<file path="config.mk">
export PLATFORM = sky130hd
export DESIGN_NAME = sorted_table_insert_get_delete
export DESIGN_NICKNAME = d
export VERILOG_FILES = /design/src/stig_pkg.sv /design/src/sorted_table_insert_get_delete.sv /design/src/stig_ram.sv /design/src/stig_ctrl.sv /design/src/stig_dp.sv
export SDC_FILE = /design/constraint.sdc
export NUM_CORES = 1
export LEC_CHECK = 0
export ABC_AREA = 1
export BUFFER_PORTS_ARGS = -buffer_cell sky130_fd_sc_hd__buf_2
export CAP_MARGIN = 10
export CORE_MARGIN = 3
export CORE_UTILIZATION = 35
export CTS_CLUSTER_DIAMETER = 150
export DETAILED_ROUTE_END_ITERATION = 12
export PLACE_DENSITY_LB_ADDON = 0.3
export SETUP_SLACK_MARGIN = 0.4
export SLEW_MARGIN = 5
export SYNTH_ARGS = -nofsm -noshare
export SYNTH_HDL_FRONTEND = slang
export SYNTH_HIERARCHICAL = 1
export SYNTH_SLANG_ARGS = --single-unit
</file>
<file path="constraint.sdc">
create_clock -name clk -period 8.7 [get_ports clk]
set_clock_uncertainty 0.2 [all_clocks]
set_input_delay 0.435 -clock clk [delete_from_list [all_inputs] [get_ports clk]]
set_output_delay 0.435 -clock clk [all_outputs]
set_load 0.05 [all_outputs]
</file>
<file path="src/stig_pkg.sv">
package stig_pkg;

	localparam int DEPTH_DEF = 16;

	localparam int VAL_W = 32;
	localparam int POS_W = 4;
	localparam int MODE_W = 2;
	localparam int ST_W = 2;
	localparam int CNT_OUT_W = 5;

	// stream payload widths, padded to whole bytes
	localparam int S_DATA_W = 40;
	localparam int M_DATA_W = 40;

	localparam logic [MODE_W-1:0] MODE_INSERT = 2'd0;
	localparam logic [MODE_W-1:0] MODE_GET = 2'd1;
	localparam logic [MODE_W-1:0] MODE_DELETE = 2'd2;

	localparam logic [ST_W-1:0] ST_OK = 2'd0;
	localparam logic [ST_W-1:0] ST_INDEX = 2'd1;
	localparam logic [ST_W-1:0] ST_FULL = 2'd2;

	typedef struct packed {
		logic load;
		logic ins_start;
		logic ins_shift;
		logic ins_place;
		logic get_rd;
		logic get_take;
		logic del_start;
		logic del_shift;
		logic cnt_inc;
		logic cnt_dec;
		logic set_st;
		logic [ST_W-1:0] st_code;
		logic out_load;
	} stig_cmd_t;

	typedef struct packed {
		logic [MODE_W-1:0] mode;
		logic full;
		logic empty;
		logic pos_bad;
		logic del_last;
		logic greater;
		logic ptr_one;
		logic del_more;
		logic out_free;
	} stig_stat_t;

endpackage

</file>
<file path="src/sorted_table_insert_get_delete.sv">
// Sorted table of up to DEPTH signed 32-bit values kept in ascending order, held in one
// single-write RAM with registered read. Each item on the slave stream is a request
// (insert, get by position, delete by position) and gives exactly one result item with
// the value read (get only, else zero), a status (ok, position beyond count, full) and
// the entry count after the request. One item is worked at a time: the request is decoded,
// then get reads the entry at its position, insert scans down from the top entry shifting
// each entry greater than the new value up one place and then writes the new value, and
// delete moves each entry above the deleted position down one place; refused and unused
// requests go straight to the result. Entries move one per cycle through the RAM port. A
// finished result waits in an output register while the next item is accepted.
module sorted_table_insert_get_delete #(
	parameter int DEPTH = stig_pkg::DEPTH_DEF
) (
	input  logic                          clk,
	input  logic                          arst_n,
	input  logic                          s_tvalid,
	output logic                          s_tready,
	input  logic [stig_pkg::S_DATA_W-1:0] s_tdata,  // value_in[31:0], position[35:32], zero pad
	input  logic [stig_pkg::MODE_W-1:0]   s_tuser,  // mode[1:0]
	output logic                          m_tvalid,
	input  logic                          m_tready,
	output logic [stig_pkg::M_DATA_W-1:0] m_tdata,  // value_out[31:0], entry_count[36:32], zero pad
	output logic [stig_pkg::ST_W-1:0]     m_tuser   // status[1:0]
);
	import stig_pkg::*;

	stig_cmd_t  cmd;
	stig_stat_t stat;

	stig_ctrl u_ctrl (
		.clk     (clk),
		.arst_n  (arst_n),
		.s_tvalid(s_tvalid),
		.s_tready(s_tready),
		.stat    (stat),
		.cmd     (cmd)
	);

	stig_dp #(
		.DEPTH(DEPTH)
	) u_dp (
		.clk     (clk),
		.arst_n  (arst_n),
		.s_tdata (s_tdata),
		.s_tuser (s_tuser),
		.m_tvalid(m_tvalid),
		.m_tready(m_tready),
		.m_tdata (m_tdata),
		.m_tuser (m_tuser),
		.cmd     (cmd),
		.stat    (stat)
	);

endmodule

</file>
<file path="src/stig_ram.sv">
module stig_ram #(
	parameter int WIDTH = 32,
	parameter int DEPTH = 16
) (
	input  logic                     clk,
	input  logic                     we,
	input  logic [$clog2(DEPTH)-1:0] waddr,
	input  logic [WIDTH-1:0]         wdata,
	input  logic [$clog2(DEPTH)-1:0] raddr,
	output logic [WIDTH-1:0]         rdata
);

	logic [WIDTH-1:0] mem_q [DEPTH];
	logic [WIDTH-1:0] rdata_q;

	always_ff @(posedge clk) begin
		if (we) begin
			mem_q[waddr] <= wdata;
		end
		rdata_q <= mem_q[raddr];
	end

	assign rdata = rdata_q;

endmodule

</file>
<file path="src/stig_ctrl.sv">
module stig_ctrl (
	input  logic               clk,
	input  logic               arst_n,
	input  logic               s_tvalid,
	output logic               s_tready,
	input  stig_pkg::stig_stat_t stat,
	output stig_pkg::stig_cmd_t  cmd
);
	import stig_pkg::*;

	typedef enum logic [6:0] {
		S_IDLE     = 7'b0000001,
		S_DECODE   = 7'b0000010,
		S_INS      = 7'b0000100,
		S_INS_LAST = 7'b0001000,
		S_GET      = 7'b0010000,
		S_DEL      = 7'b0100000,
		S_FIN      = 7'b1000000
	} state_t;

	state_t state_q, state_d;

	always_ff @(posedge clk or negedge arst_n) begin
		if (!arst_n) begin
			state_q <= S_IDLE;
		end else begin
			state_q <= state_d;
		end
	end

	assign s_tready = (state_q == S_IDLE);

	always_comb begin
		state_d = state_q;
		cmd = '0;
		cmd.st_code = ST_OK;
		unique case (state_q)
			S_IDLE: begin
				if (s_tvalid) begin
					cmd.load = 1'b1;
					state_d = S_DECODE;
				end
			end
			S_DECODE: begin
				unique case (stat.mode)
					MODE_INSERT: begin
						if (stat.full) begin
							cmd.set_st = 1'b1;
							cmd.st_code = ST_FULL;
							state_d = S_FIN;
						end else begin
							// scan from the top entry down, shifting larger ones up
							cmd.ins_start = 1'b1;
							state_d = stat.empty ? S_INS_LAST : S_INS;
						end
					end
					MODE_GET: begin
						if (stat.pos_bad) begin
							cmd.set_st = 1'b1;
							cmd.st_code = ST_INDEX;
							state_d = S_FIN;
						end else begin
							cmd.get_rd = 1'b1;
							state_d = S_GET;
						end
					end
					MODE_DELETE: begin
						if (stat.pos_bad) begin
							cmd.set_st = 1'b1;
							cmd.st_code = ST_INDEX;
							state_d = S_FIN;
						end else if (stat.del_last) begin
							cmd.cnt_dec = 1'b1;
							state_d = S_FIN;
						end else begin
							cmd.del_start = 1'b1;
							state_d = S_DEL;
						end
					end
					default: begin
						state_d = S_FIN;
					end
				endcase
			end
			S_INS: begin
				if (stat.greater) begin
					cmd.ins_shift = 1'b1;
					if (stat.ptr_one) begin
						state_d = S_INS_LAST;
					end
				end else begin
					cmd.ins_place = 1'b1;
					cmd.cnt_inc = 1'b1;
					state_d = S_FIN;
				end
			end
			S_INS_LAST: begin
				cmd.ins_place = 1'b1;
				cmd.cnt_inc = 1'b1;
				state_d = S_FIN;
			end
			S_GET: begin
				cmd.get_take = 1'b1;
				state_d = S_FIN;
			end
			S_DEL: begin
				cmd.del_shift = 1'b1;
				if (!stat.del_more) begin
					cmd.cnt_dec = 1'b1;
					state_d = S_FIN;
				end
			end
			S_FIN: begin
				if (stat.out_free) begin
					cmd.out_load = 1'b1;
					state_d = S_IDLE;
				end
			end
			default: begin
				state_d = S_IDLE;
			end
		endcase
	end

endmodule

</file>
<file path="src/stig_dp.sv">
module stig_dp #(
	parameter int DEPTH = stig_pkg::DEPTH_DEF
) (
	input  logic                            clk,
	input  logic                            arst_n,
	input  logic [stig_pkg::S_DATA_W-1:0]   s_tdata,
	input  logic [stig_pkg::MODE_W-1:0]     s_tuser,
	output logic                            m_tvalid,
	input  logic                            m_tready,
	output logic [stig_pkg::M_DATA_W-1:0]   m_tdata,
	output logic [stig_pkg::ST_W-1:0]       m_tuser,
	input  stig_pkg::stig_cmd_t             cmd,
	output stig_pkg::stig_stat_t            stat
);
	import stig_pkg::*;

	localparam int AW = $clog2(DEPTH);
	localparam int CW = $clog2(DEPTH + 1);
	localparam int PW = ((CW > POS_W) ? CW : POS_W) + 1;

	logic [MODE_W-1:0] mode_q;
	logic [VAL_W-1:0]  val_q;
	logic [POS_W-1:0]  pos_q;
	logic [CW-1:0]     count_q;
	logic [CW-1:0]     ptr_q;
	logic [VAL_W-1:0]  value_q;
	logic [ST_W-1:0]   status_q;
	logic              m_tvalid_q;
	logic [M_DATA_W-1:0] m_tdata_q;
	logic [ST_W-1:0]   m_tuser_q;

	logic              ram_we;
	logic [AW-1:0]     ram_waddr;
	logic [VAL_W-1:0]  ram_wdata;
	logic [AW-1:0]     ram_raddr;
	logic [VAL_W-1:0]  ram_rdata;

	stig_ram #(
		.WIDTH(VAL_W),
		.DEPTH(DEPTH)
	) u_ram (
		.clk  (clk),
		.we   (ram_we),
		.waddr(ram_waddr),
		.wdata(ram_wdata),
		.raddr(ram_raddr),
		.rdata(ram_rdata)
	);

	assign ram_we = cmd.ins_shift | cmd.ins_place | cmd.del_shift;
	assign ram_waddr = AW'(ptr_q);
	assign ram_wdata = cmd.ins_place ? val_q : ram_rdata;

	always_comb begin
		ram_raddr = '0;
		if (cmd.ins_start) begin
			ram_raddr = AW'(count_q - CW'(1));
		end else if (cmd.ins_shift) begin
			ram_raddr = AW'(ptr_q - CW'(2));
		end else if (cmd.get_rd) begin
			ram_raddr = AW'(pos_q);
		end else if (cmd.del_start) begin
			ram_raddr = AW'(PW'(pos_q) + PW'(1));
		end else if (cmd.del_shift) begin
			ram_raddr = AW'(ptr_q + CW'(2));
		end
	end

	always_comb begin
		stat.mode = mode_q;
		stat.full = (count_q == CW'(DEPTH));
		stat.empty = (count_q == '0);
		stat.pos_bad = (PW'(pos_q) >= PW'(count_q));
		stat.del_last = ((PW'(pos_q) + PW'(1)) >= PW'(count_q));
		stat.greater = ($signed(ram_rdata) > $signed(val_q));
		stat.ptr_one = (ptr_q == CW'(1));
		stat.del_more = ((PW'(ptr_q) + PW'(2)) < PW'(count_q));
		stat.out_free = !m_tvalid_q || m_tready;
	end

	always_ff @(posedge clk or negedge arst_n) begin
		if (!arst_n) begin
			count_q <= '0;
			m_tvalid_q <= 1'b0;
		end else begin
			if (cmd.cnt_inc) begin
				count_q <= count_q + CW'(1);
			end else if (cmd.cnt_dec) begin
				count_q <= count_q - CW'(1);
			end
			if (cmd.out_load) begin
				m_tvalid_q <= 1'b1;
			end else if (m_tready) begin
				m_tvalid_q <= 1'b0;
			end
		end
	end

	always_ff @(posedge clk) begin
		if (cmd.load) begin
			mode_q <= s_tuser;
			val_q <= s_tdata[VAL_W-1:0];
			pos_q <= s_tdata[VAL_W+POS_W-1:VAL_W];
			value_q <= '0;
			status_q <= ST_OK;
		end
		if (cmd.set_st) begin
			status_q <= cmd.st_code;
		end
		if (cmd.get_take) begin
			value_q <= ram_rdata;
		end
		// one pointer serves both passes: insert slot going down, delete hole going up
		if (cmd.ins_start) begin
			ptr_q <= count_q;
		end else if (cmd.ins_shift) begin
			ptr_q <= ptr_q - CW'(1);
		end else if (cmd.del_start) begin
			ptr_q <= CW'(pos_q);
		end else if (cmd.del_shift) begin
			ptr_q <= ptr_q + CW'(1);
		end
		if (cmd.out_load) begin
			m_tdata_q <= {{(M_DATA_W - VAL_W - CNT_OUT_W){1'b0}}, CNT_OUT_W'(count_q), value_q};
			m_tuser_q <= status_q;
		end
	end

	assign m_tvalid = m_tvalid_q;
	assign m_tdata = m_tdata_q;
	assign m_tuser = m_tuser_q;

	a_count_range: assert property (@(posedge clk) disable iff (!arst_n)
		count_q <= CW'(DEPTH))
		else $error("entry count beyond depth");

	a_no_inc_full: assert property (@(posedge clk) disable iff (!arst_n)
		cmd.cnt_inc |-> (count_q != CW'(DEPTH)))
		else $error("insert into full table");

	a_no_dec_empty: assert property (@(posedge clk) disable iff (!arst_n)
		cmd.cnt_dec |-> (count_q != '0))
		else $error("delete from empty table");

	a_write_in_range: assert property (@(posedge clk) disable iff (!arst_n)
		ram_we |-> (ptr_q <= count_q) && (ptr_q < CW'(DEPTH)))
		else $error("store written outside its live range");

	a_load_only_free: assert property (@(posedge clk) disable iff (!arst_n)
		cmd.out_load |-> (!m_tvalid_q || m_tready))
		else $error("result overwritten before taken");

endmodule
</file>
## After elaboration in Yosys (flattened, before gate mapping)

Memory sizes are Yosys's and may differ from the RTL's. A register that Yosys moved wholly into a read port is not among the register bits.
Cells that the tools add are included.

| operators by class | value |
|---|---|
| $add $sub $neg | 8 |
| multipliers | 0 |
| div/mod/pow operators | 0 |
| $lt $le $gt $ge | 4 |
| eq/ne operators | 15 |
| shifts and indexed selects | 0 |
| muxes and demuxes | 61 |
| bitwise gates (word level) | 2 |
| reduce and logical (&&, ||, !) cells | 12 |

Operator list:

| operator | count |
|---|---|
| $mux 32 | 3 |
| $mux 7 | 9 |
| $pmux 7 s6 | 1 |
| $gt 32x32->1 | 1 |
| $mux 5 | 6 |
| $mux 1 | 27 |
| $mux 4 | 6 |
| $pmux 7 s3 | 1 |
| $add 5x1->5 const B | 2 |
| $sub 5x1->5 const B | 2 |
| $mux 3 | 3 |
| $reduce_bool 2->1 | 4 |
| $eq 7x1->1 const B | 1 |
| $eq 7x2->1 const B | 1 |
| $eq 7x3->1 const B | 1 |
| $eq 7x4->1 const B | 1 |
| $eq 7x5->1 const B | 1 |
| $eq 7x6->1 const B | 1 |
| $eq 7x7->1 const B | 1 |
| $add 5x2->6 const B | 1 |
| $ge 6x5->1 | 1 |
| $lt 6x5->1 | 1 |
| $ne 2x2->1 const B | 3 |
| $pmux 3 s2 | 1 |
| 19 further kinds | 23 |

| storage, ports and cells | value |
|---|---|
| flip-flop bits (word level) | 129 |
| latch bits | 0 |
| bits in writable memories | 512 |
| bits in read-only memories | 0 |
| input port bits | 46 |
| word-level logic and storage cells | 114 |
| memories | 1 |

Memory list:

| name | words | bits a word | read ports | clocked after Yosys merged registers in | write ports | line | source |
|---|---|---|---|---|---|---|---|
| u_dp.u_ram.mem_q | 16 | 32 | 1 | 1 | 1 | stig_ram.sv:13 | `logic [WIDTH-1:0] mem_q [DEPTH];` |

## Depth between registers and ports, before layout

Gate-level depths: netlist of the first run.

| depth | value |
|---|---|
| word-level depth | 10 |
| gate-level depth with buffers | 32 |

## Hierarchy

The synthesis of the first run kept the hierarchy.

By module, submodules not included:

| module | instances | cells an instance | area each (um^2) | seq. area each (um^2) |
|---|---|---|---|---|
| stig_ram | 1 | 2,120 | 22,730.6 | 16,015.4 |
| stig_dp | 1 | 595 | 6,185.9 | 3,633.5 |
| stig_ctrl | 1 | 115 | 698.2 | 176.4 |

## Least setup slack after synthesis of the first run

Ideal clock, no wire load.

| path | value |
|---|---|
| path type | reg-to-reg |
| from | register u_ctrl.state_q[0] |
| to | register u_dp.value_q[0] (enable) |
| library setup time | 0.375 ns |
| arrival | 4.209 ns |
| required time | 8.125 ns |
| setup slack | 3.916 ns |
| cell stages (with the launch flop) | 6 |
| clock period less this slack | 4.784 ns |
| cell sequence | dfstp_2 > inv_1 > nor2_1 > nand2_1 > nor3_1 > or2_2 |

RTL lines:

| element | line | source |
|---|---|---|
| from (decl) | stig_ctrl.sv:21 | `state_t state_q, state_d;` |
| from (signal assigned) | stig_ctrl.sv:27 | `state_q <= state_d;` |
| to (signal assigned) | stig_dp.sv:111 | `value_q <= ram_rdata;` |
| to (decl) | stig_dp.sv:26 | `logic [VAL_W-1:0] value_q;` |

==> impl_metrics.json, run 1 <==
{
  "status": "complete, no violations",
  "hold_violations": 0,
  "io_buffers": 82,
  "wl_per_cell_um": 17.67,
  "instances_no_fill": 4157,
  "first_global_vias": 18360,
  "drv_cap": 0,
  "synth_warnings": 6,
  "ys_seq_area_share_pct": 66.94,
  "syn-instance-count": 2830,
  "drc": 0,
  "cp-startpoint": "u_dp/u_ram/rdata[23]",
  "rr_worst_depth": 26,
  "clk_pin_slew_ps": 60,
  "fp.dieW_um": 296.9,
  "first_pass_iters": 6,
  "setup_violations": 0,
  "post_cts_buffers": 0,
  "wirelength_mm": 73.47,
  "setup.worst_path.start_class": "register",
  "whs_ps": 79.65,
  "cts_made_buffers": 71,
  "finalCoreUtilization_pct": 40.69,
  "antenna_found_initial": 0,
  "reg2reg_to": "u_dp/u_ram/rdata[29]",
  "synth_area_leaders": "edfxtp_1, nand2_1, nand3_1",
  "arrival_ps": 6320,
  "final.setup.worst_slack_ps": 2665,
  "timing.final.crit_share_pct": 69.37,
  "path_class": "reg -> reg",
  "std_cell_rows": 106,
  "antennaDiodeCount": 0,
  "vias": 19200,
  "cts.sinks": 673,
  "overflow": 0,
  "powerDensity_mw_per_mm2": 266.6,
  "min_path_type": "in -> async",
  "synth_edf_count": 628,
  "area_growth_pct": 14.99,
  "ir_drop_mv": 0.1317,
  "via_per_inst": 4.619,
  "grt_pass1_wl_mm": 111.6,
  "die_h_um": 296.9,
  "combPwrFrac_pct": 20.0,
  "syn-mean-instance-area_um2": 10.46,
  "p_int_mw": 6.414,
  "ys_seq_elements": 673,
  "htreeDepth": 3,
  "n_fill_cell": 7914,
  "grt_max_degree": 203,
  "crit_path_end": "u_dp/u_ram/rdata[29]",
  "post-synth-top-area-cell": "edfxtp_1",
  "drive_gt1_share_pct": 9.593,
  "cp.required_ps": 8980,
  "start_util_pct": 35.39,
  "async_flop_share_pct": 1.932,
  "ant_nets": 0,
  "swShare_pct": 29.34,
  "worst_pin_slew_ps": 1154,
  "finalSetupTns_ps": 0,
  "dp_hpwl_mm": 38.31,
  "clock_path_buffers": 3,
  "pre_cts_slack_ps": 2611,
  "fin_crit_ps": 6035,
  "yosysTopAreaCellShare_pct": 63.68,
  "netlist_area_mm2": 0.02961,
  "slew_viol_final": 0,
  "coreArea_mm2": 0.08369,
  "r2r-start": "u_dp/u_ram/rdata[23]",
  "power_frac_clock_pct": 33.0,
  "drt-initial-drc-count": 1587,
  "die_area_mm2": 0.08814,
  "synth_flop_cell": "edfxtp_1",
  "dpl.cell_count": 3986,
  "fmax_mhz": 165.7,
  "gp_congestion": 0.8588,
  "nets": 3071,
  "cts_tree": "yes",
  "slew_headroom_pct": 22.98,
  "p_leak_nw": 14.56,
  "root_buffer": "clkbuf_16",
  "worstPathMaxFanout": 184,
  "p_sw_mw": 2.663,
  "crit_path_end_kind": "register",
  "regToRegSetupSlack_ps": 2660,
  "power_frac_seq_pct": 47.1,
  "grt_use_total_pct": 16.53,
  "rsz0062_at_grt": "false",
  "clk-insertion-delay-late_ps": 600,
  "ys_types": 50,
  "num_io_pins": 90
}
## worst max-delay path: stages (launching register included)
cell and delay, ps:
dfxtp_1 360, ha_1 320, nand2_1 120, nor2_1 340, nand2_1 100, nand2_1 160, nand2_1 70, nand2_1 80
nor2_1 70, nand3_1 80, nand2_1 50, nor2_1 80, inv_1 90, nor2_1 310, inv_1 290, o21ai_0 150
o221ai_1 190, o21ai_4 110, buf_4 610, clkinv_8 820, buf_4 670, nand2_1 160, nand2_1 60, nand2_1 50
nand3_1 70, nand3_1 130, nand2_1 70
## kinds of logic (layout without fill, tap and decap cells)
family                     Yosys count  after routing  share of synthesized area (%)
xor gates and xnor gates             9              9                         0.2662
adders and majority gates           59             59                          2.493
other                                1              3                        0.01266
AOI/OAI and AO/OA                  105            105                          1.977
and+or+nand+nor                   1339           1339                          19.02
DFF                                673            673                          66.94
buffers and inverters              644            835                          9.282
## synth_stat cells, types with 2 or more instances
master    count
edfxtp_1    628
buf_4        11
o31ai_1       2
o211ai_1      3
buf_2        43
nor2_4        2
nand4_1       7
a31oi_1       2
nand3_2       3
inv_2         4
xor2_1        8
a21oi_1      30
o21ai_1       2
nor2_1       60
inv_1       516
dfrtp_1      12
ha_1         59
or2_2         3
nand2_2       3
buf_6        29
nor2_2        8
nand3b_1      2
o22ai_1       2
a21o_1        2
nand2_1     842
dfxtp_1      32
nand3_1     403
clkbuf_1     24
nor3_1        4
o21ai_0      50
o21bai_1      2
buf_1        14
## cell usage in the layout, fill, tap and decap left out, drive strengths merged, types with 4 or more instances in the layout
master	synthesis	layout
nand2	845	845
o21ai	53	53
clkbuf	24	109
ha	59	59
dlygate4sd3	0	41
edfxtp	628	628
nand4	7	7
nand3	406	406
bufinv	0	4
xor2	8	8
nor2	70	70
dfrtp	12	12
dfxtp	32	32
buf	98	142
inv	521	523
clkinv	1	13
a21oi	30	30
nor3	4	4
## repair_timing
item	4_1_cts	5_1_grt
resized for setup	0	0
hold buffers	41	0
endpoints found under the hold margin	54	0
setup endpoints to repair	0	0
## how the worst min path moves through the flow
stage               slack (ps)           endpoint  depth (start not counted)  startpoint
floorplan                  -60  u_ctrl/state_q[1]                          0      arst_n
global placement           160      u_dp/m_tvalid                          1      arst_n
detailed placement         160      u_dp/m_tvalid                          1      arst_n
CTS                         50  u_ctrl/state_q[3]                          2      arst_n
global route               100  u_ctrl/state_q[3]                          2      arst_n
finish                      80  u_ctrl/state_q[5]                          2      arst_n
## cell type report
type	count	area, um2	area share, %
clock buffers	109	2085	6.121
clock inverters	21	230.2	0.6761
flip-flops and latches	673	19830	58.22
inverters	522	1974	5.798
multi-input cells	1515	7223	21.21
well taps	1134	1419	4.167
repair buffers	183	1296	3.807
## per-layer routing
layer  vias up  share of wire [%]  wire length, um  track usage, %
met1      9119                 45            32940           22.60
met2       523                 47            34680           27.40
met5         -                  0                0               0
met4         0                2.4             1758           5.541
li1       9449                  -                -               -
met3       111                5.6             4078           2.010
## state kept, by name, summed over array words and instances, names as in the netlist, 2 cells and up
signal	count
u_dp/u_ram/mem_q	512
u_dp/count_q	5
u_ctrl/state_q	7
u_dp/pos_q	4
u_dp/u_ram/rdata	32
u_dp/val_q	32
u_dp/m_tdata	37
u_dp/status_q	2
u_dp/ptr_q	5
u_dp/mode_q	2
u_dp/value_q	32
u_dp/m_tuser	2
## through the flow
stage / total power, mW / instance area, um2
global placement: 6.125 / 31330
floorplan: 5.478 / 29620
global route: 9.530 / 34050
detailed placement: 6.145 / 31330
CTS: 9.163 / 34050
finish: 9.078 / 34050
## power groups by stage
| stage | logic, mW | clock network, mW | registers (mW) |
|---|---|---|---|
| final | 1.81 | 2.99 | 4.27 |
| after global routing | 2.05 | 3.19 | 4.29 |
| after CTS | 1.83 | 3.06 | 4.27 |
| after detailed placement | 1.81 | 0 | 4.34 |
| after global placement | 1.79 | 0 | 4.34 |
| after floorplan | 1.17 | 0 | 4.31 |
Note: power is estimated with default switching activity, not from simulation.
==> inputs of run 2 (changes only) <==
--- a/config.mk
+++ b/config.mk
@@ -5,7 +5,7 @@
 export SDC_FILE = /design/constraint.sdc
 export NUM_CORES = 1
 export LEC_CHECK = 0
-export ABC_AREA = 1
+export ABC_AREA = 0
 export BUFFER_PORTS_ARGS = -buffer_cell sky130_fd_sc_hd__buf_2
 export CAP_MARGIN = 10
 export CORE_MARGIN = 3
==> constraint.sdc (replaced) <==
create_clock -name clk -period 5.5 [get_ports clk]
set_clock_uncertainty 0.2 [all_clocks]
set_input_delay 0.275 -clock clk [delete_from_list [all_inputs] [get_ports clk]]
set_output_delay 0.275 -clock clk [all_outputs]
set_load 0.05 [all_outputs]
==> impl_metrics.json, run 2 <==
{
  "status": "complete, no violations",
  "largest_register": "u_dp/u_ram/mem_q",
  "ant_nets": 0,
  "timing.final.crit_share_pct": 90.99,
  "antennaDiodeCount": 0,
  "worstPathMaxFanout": 6,
  "first_global_vias": 14160,
  "antenna_found_initial": 2,
  "path_class": "reg -> reg",
  "htreeDepth": 3,
  "slew_headroom_pct": 43.08,
  "finalSetupTns_ps": 0,
  "wl_per_cell_um": 23.48,
  "syn-instance-count": 1391,
  "num_io_pins": 90,
  "drive_gt1_share_pct": 31.45,
  "grt_pass1_wl_mm": 91.15,
  "fmax_mhz": 199.8,
  "wirelength_mm": 62.55,
  "drv_cap": 0,
  "cts_made_buffers": 76,
  "cp.required_ps": 5800,
  "clk-insertion-delay-late_ps": 630,
  "die_area_mm2": 0.07950,
  "die_h_um": 282.0,
  "root_buffer": "clkbuf_16",
  "clk_pin_slew_ps": 60,
  "netlist_area_mm2": 0.02665,
  "place_area_mm2": 0.02930,
  "first_pass_iters": 6,
  "setup_violations": 0,
  "ys_seq_elements": 673,
  "start_util_pct": 35.56,
  "ys_seq_area_share_pct": 74.38,
  "synth_edf_count": 628,
  "area_growth_pct": 23.59,
  "arrival_ps": 5310,
  "ff_latch_area_mm2": 0.01983,
  "async_flop_share_pct": 1.932,
  "nets": 1737,
  "dp_hpwl_mm": 36.00,
  "fin_area_mm2": 0.03294,
  "drt-initial-drc-count": 1065,
  "drc": 0,
  "ir_drop_mv": 0.2524,
  "std_cell_rows": 100,
  "n_fill_cell": 6344,
  "largest_reg_flops": 512,
  "rsz0062_at_grt": "true",
  "p_leak_nw": 10.95,
  "post-synth-top-area-cell": "edfxtp_1",
  "setup.worst_path.start_class": "register",
  "synth_flop_cell": "edfxtp_1",
  "clock_path_buffers": 3,
  "hold_violations": 0,
  "slew_viol_final": 0,
  "coreArea_mm2": 0.07495,
  "fin_crit_ps": 5004,
  "synth_warnings": 6,
  "via_per_inst": 5.131,
  "pre_cts_slack_ps": 271.3,
  "cts_tree": "yes",
  "synth.most_common_cell": "edfxtp_1",
  "synth_area_leaders": "edfxtp_1, mux4_2, ha_1",
  "final_cell_mix": "edfxtp_1, mux4_2, clkbuf_16, buf_2, nand2_1",
  "instances_no_fill": 2664,
  "overflow": 0,
  "syn-mean-instance-area_um2": 19.16,
  "grt_max_degree": 42,
  "ys_types": 62,
  "whs_ps": 156.8,
  "powerDensity_mw_per_mm2": 440.5,
  "io_buffers": 82,
  "synth.top_cells.by_count": "edfxtp_1, mux4_2, a22oi_1",
  "multi_input_area_mm2": 0.006804,
  "cts.sinks": 673,
  "crit_path_end_kind": "register",
  "layout_commonest_cell": "edfxtp_1",
  "worst_pin_slew_ps": 841.9,
  "dpl.cell_count": 2460,
  "vias": 13670,
  "min_path_type": "in -> reg",
  "yosysTopAreaCellShare_pct": 70.75,
  "grt_use_total_pct": 15.62,
  "final.setup.worst_slack_ps": 495.5,
  "gp_congestion": 0.7394,
  "fp.dieW_um": 282.0
}
[run 2: cell types whose count changed after synthesis, moves of 23 or more]
cell     before  now
nand2_1     842   59
and2_1        0   37
nor2_1       60   37
nand3_1     403    9
buf_6        29    0
a22oi_1       1   65
o21ai_0      50   12
buf_2        43    8
mux4_2        0  128
mux2_2        0   32
inv_1       516   52
[run 2: power by group]
part / total (mW) / internal [mW] / switching, mW
clock: 5.13 / 3.06 / 2.07
combinational: 2.68 / 1.07 / 1.61
sequential: 6.70 / 6.43 / 0.264
total: 14.5 / 10.6 / 3.94
[run 2: routing by layer]
metal  global-route usage [%]  wire length [um]  up-vias
li1                         -                 -     6082
met1                    21.03             27420     7164
met2                    26.16             30750      327
met3                    2.774              2974       95
met4                    4.398              1397        2
met5                        0                12        -
[run 2: layout make-up]
type	count	area share [%]
Timing Repair Buffer	225	7.057
Sequential cell	673	60.18
Multi-Input combinational cell	604	20.65
Clock buffer	108	6.320
Clock inverter	33	1.515
Tap cell	969	3.680
Inverter	52	0.5925
[run 2: logic make-up after synthesis]
family,share of synthesized area [%]
AOI/OAI and AO/OA,3.854
xor gates and xnor gates,0.5915
adders and majority gates,2.770
buffers and inverters,1.854
DFF,74.38
muxes,12.17
other,0.01407
and+or+nand+nor,4.370
[run 2: path summary, 6_finish.rpt]
path	from	end	slack, ps	cells past startpoint
worst max-delay path	u_dp/val_q[5]	u_dp/u_ram/rdata[10]	500	21
worst min-delay path	s_tdata[17]	u_dp/val_q[17]	160	2
worst max register to register	u_dp/val_q[5]	u_dp/u_ram/rdata[10]	500	21
worst min register to register	u_dp/value_q[4]	u_dp/m_tdata[4]	210	0
max in group asynchronous	arst_n	u_dp/count_q[1]	3560	4
min in group asynchronous	arst_n	u_ctrl/state_q[0]	490	3
[run 2: what timing repair did]
action                                 4_1_cts  5_1_grt
pin swaps                                    1       30
setup endpoints to repair                   32       32
gates cloned                                 0        8
endpoints found under the hold margin       56        0
buffers inserted                             0       12
hold buffers                                43        0
resized for setup                            3       58
[run 2: per-stage QoR]
stage | util (%) | total power [mW]
floorplan | - | 8.339
global placement | 39.09 | 9.204
detailed placement | 39.09 | 9.287
CTS | 43.13 | 14.50
global route | 43.95 | 15.18
finish | 43.95 | 14.51
[run 2: critical path: stages, from the launching register on]
cell       delay (ps)
edfxtp_1          430
inv_2             100
ha_4              200
a21oi_2           120
o21ai_1           100
a221o_1           430
a211o_1           370
a21o_1            230
a211oi_4          420
nor4bb_2          270
nand3_1           140
inv_1             100
o21ai_1            70
o21ai_1           110
nor2_1             80
a21oi_4           190
buf_12            150
clkbuf_16         180
clkbuf_16         170
mux4_2            520
a22oi_2           200
nand2_1            80
==> inputs of run 3 (changes only) <==
--- a/config.mk
+++ b/config.mk
@@ -12,7 +12,7 @@
 export CORE_UTILIZATION = 35
 export CTS_CLUSTER_DIAMETER = 150
 export DETAILED_ROUTE_END_ITERATION = 12
-export PLACE_DENSITY_LB_ADDON = 0.3
+export PLACE_DENSITY_LB_ADDON = 0.1
 export SETUP_SLACK_MARGIN = 0.4
 export SLEW_MARGIN = 5
 export SYNTH_ARGS = -nofsm -noshare
==> constraint.sdc (replaced) <==
create_clock -name clk -period 6.1 [get_ports clk]
set_clock_uncertainty 0.2 [all_clocks]
set_input_delay 0.305 -clock clk [delete_from_list [all_inputs] [get_ports clk]]
set_output_delay 0.305 -clock clk [all_outputs]
set_load 0.05 [all_outputs]
==> impl_metrics.json, run 3 (same netlist as run 2, synthesis figures left out) <==
{
  "status": "complete, no violations",
  "path_class": "reg -> reg",
  "slew_headroom_pct": 44.32,
  "clk-insertion-delay-late_ps": 600,
  "fin_area_mm2": 0.03244,
  "area_growth_pct": 21.72,
  "fin_crit_ps": 5498,
  "gp_congestion": 0.7853,
  "instances_no_fill": 2666,
  "drc": 0,
  "num_io_pins": 90,
  "swShare_pct": 26.96,
  "antennaDiodeCount": 0,
  "post_cts_buffers": 0,
  "grt_busiest_layer": "met2",
  "overflow": 0,
  "use_met3_pct": 2.732,
  "clk_pin_slew_ps": 60,
  "crit_path_end_kind": "register",
  "finalSetupTns_ps": 0,
  "grtUsageMet1_pct": 23.37,
  "dpl.cell_count": 2485,
  "power_frac_clock_pct": 34.7,
  "nets": 1742,
  "wirelength_mm": 67.05,
  "std_cell_rows": 100,
  "slew_viol_final": 0,
  "combPwrFrac_pct": 18.3,
  "vias": 13670,
  "wl_per_cell_um": 25.15,
  "first_pass_iters": 5,
  "worst_pin_slew_ps": 835.2,
  "die_area_mm2": 0.07950,
  "ir_drop_mv": 0.1783,
  "setup.worst_path.start_class": "register",
  "min_path_type": "reg -> reg",
  "htreeDepth": 3,
  "p_leak_nw": 10.89,
  "powerDensity_mw_per_mm2": 395.3,
  "grt_util_met2_pct": 29.22,
  "cp.required_ps": 6190,
  "power_frac_seq_pct": 47.0,
  "fmax_mhz": 181.9,
  "grt_pass1_wl_mm": 98.61,
  "timing.final.crit_share_pct": 90.12,
  "p_int_mw": 9.367,
  "setup_violations": 0,
  "place_area_mm2": 0.02956,
  "fp.dieW_um": 282.0,
  "via_per_inst": 5.129,
  "hold_violations": 0,
  "cts_tree": "yes",
  "antenna_found_initial": 2,
  "n_fill_cell": 6505,
  "final_cell_mix": "edfxtp_1, mux4_2, buf_2",
  "drive_gt1_share_pct": 29.29,
  "cts_made_buffers": 76,
  "dp_hpwl_mm": 40.95,
  "coreArea_mm2": 0.07495,
  "io_buffers": 82,
  "drv_cap": 0,
  "clock_path_buffers": 3,
  "root_buffer": "clkbuf_16",
  "cts.sinks": 673,
  "ant_nets": 0,
  "start_util_pct": 35.56,
  "layout_commonest_cell": "edfxtp_1",
  "first_global_vias": 14410,
  "grt_use_total_pct": 17.24,
  "die_h_um": 282.0,
  "rsz0062_at_grt": "false",
  "largest_register": "u_dp/u_ram/mem_q",
  "drt-initial-drc-count": 975,
  "grt_max_degree": 42,
  "arrival_ps": 5590,
  "largest_reg_flops": 512,
  "p_sw_mw": 3.457,
  "worstPathMaxFanout": 13
}
run 3: cell types whose count changed in the layout (fill, tap and decap cells not counted), moves of 6 or more:
| cell | before | now |
|---|---|---|
| a22oi_2 | 34 | 0 |
| buf_16 | 6 | 0 |
| clkinv_2 | 3 | 16 |
| buf_12 | 40 | 46 |
| clkinv_1 | 8 | 14 |
| a22oi_1 | 31 | 65 |
| buf_4 | 46 | 59 |
| clkbuf_1 | 26 | 16 |
run 3: per-stage QoR:
step | util [%] | setup WS (ps) | hold slack [ps] | total power, mW
final | 43.29 | 602.5 | 216.7 | 12.82
after floorplan | - | 355.2 | -190.6 | 7.503
after detailed placement | 39.44 | 392.4 | 25.02 | 8.493
after global routing | 43.29 | 403.4 | 183.6 | 13.47
after CTS | 43.28 | 510.8 | 171.5 | 13.03
after global placement | 39.44 | 296.5 | 16.20 | 8.443
run 3: what timing repair did:
action | CTS | global route
hold buffers | 43 | 0
pin swaps | 0 | 1
resized for setup | 1 | 1
endpoints found under the setup margin | 96 | 14
hold endpoints to repair | 56 | 0
run 3: critical path, stage by stage, from the launching register on:
cell and delay [ps]:
edfxtp_1 430, inv_1 80, ha_1 350, nand4_1 250, nor2_1 70, a221o_1 360, a211o_1 410, a21o_1 200
a211oi_2 550, nor4bb_1 360, nand3_1 140, inv_1 140, buf_4 150, buf_4 150, or3_1 190, or3b_2 510
buf_4 190, nor2_4 200, buf_12 220
run 3: cell type report:
cell class | instances | area [um2] | share of cell area [%]
flip-flops and latches | 673 | 19830 | 61.10
multi-input cells | 604 | 6566 | 20.24
repair buffers | 230 | 2205 | 6.795
clock buffers | 101 | 2120 | 6.533
well taps | 969 | 1212 | 3.737
clock inverters | 37 | 321.6 | 0.9911
inverters | 52 | 195.2 | 0.6016
run 3: layer usage:
layer | vias up | routed length (um)
li1 | 6087 | -
met1 | 7244 | 29810
met2 | 253 | 33480
met3 | 90 | 2352
met4 | 0 | 1402
met5 | - | 0
run 3: worst paths after layout:
| kind | end | from | cells after the start | slack, ps |
|---|---|---|---|---|
| max | u_dp/u_ram/mem_q[2][11] | u_dp/val_q[15] | 18 | 600 |
| min | u_dp/m_tdata[31] | u_dp/value_q[31] | 0 | 220 |
| max reg2reg | u_dp/u_ram/mem_q[2][11] | u_dp/val_q[15] | 18 | 600 |
| min reg2reg | u_dp/m_tdata[31] | u_dp/value_q[31] | 0 | 220 |
| max in group asynchronous | u_ctrl/state_q[1] | arst_n | 4 | 4130 |
| min in group asynchronous | u_ctrl/state_q[0] | arst_n | 3 | 550 |
run 3: power by group through the flow:
stage | clock network [mW] | logic [mW] | registers, mW
CTS | 4.59 | 2.39 | 6.04
finish | 4.45 | 2.34 | 6.03
global placement | 0 | 2.32 | 6.13
global route | 4.79 | 2.61 | 6.07
floorplan | 0 | 1.46 | 6.04
detailed placement | 0 | 2.36 | 6.13
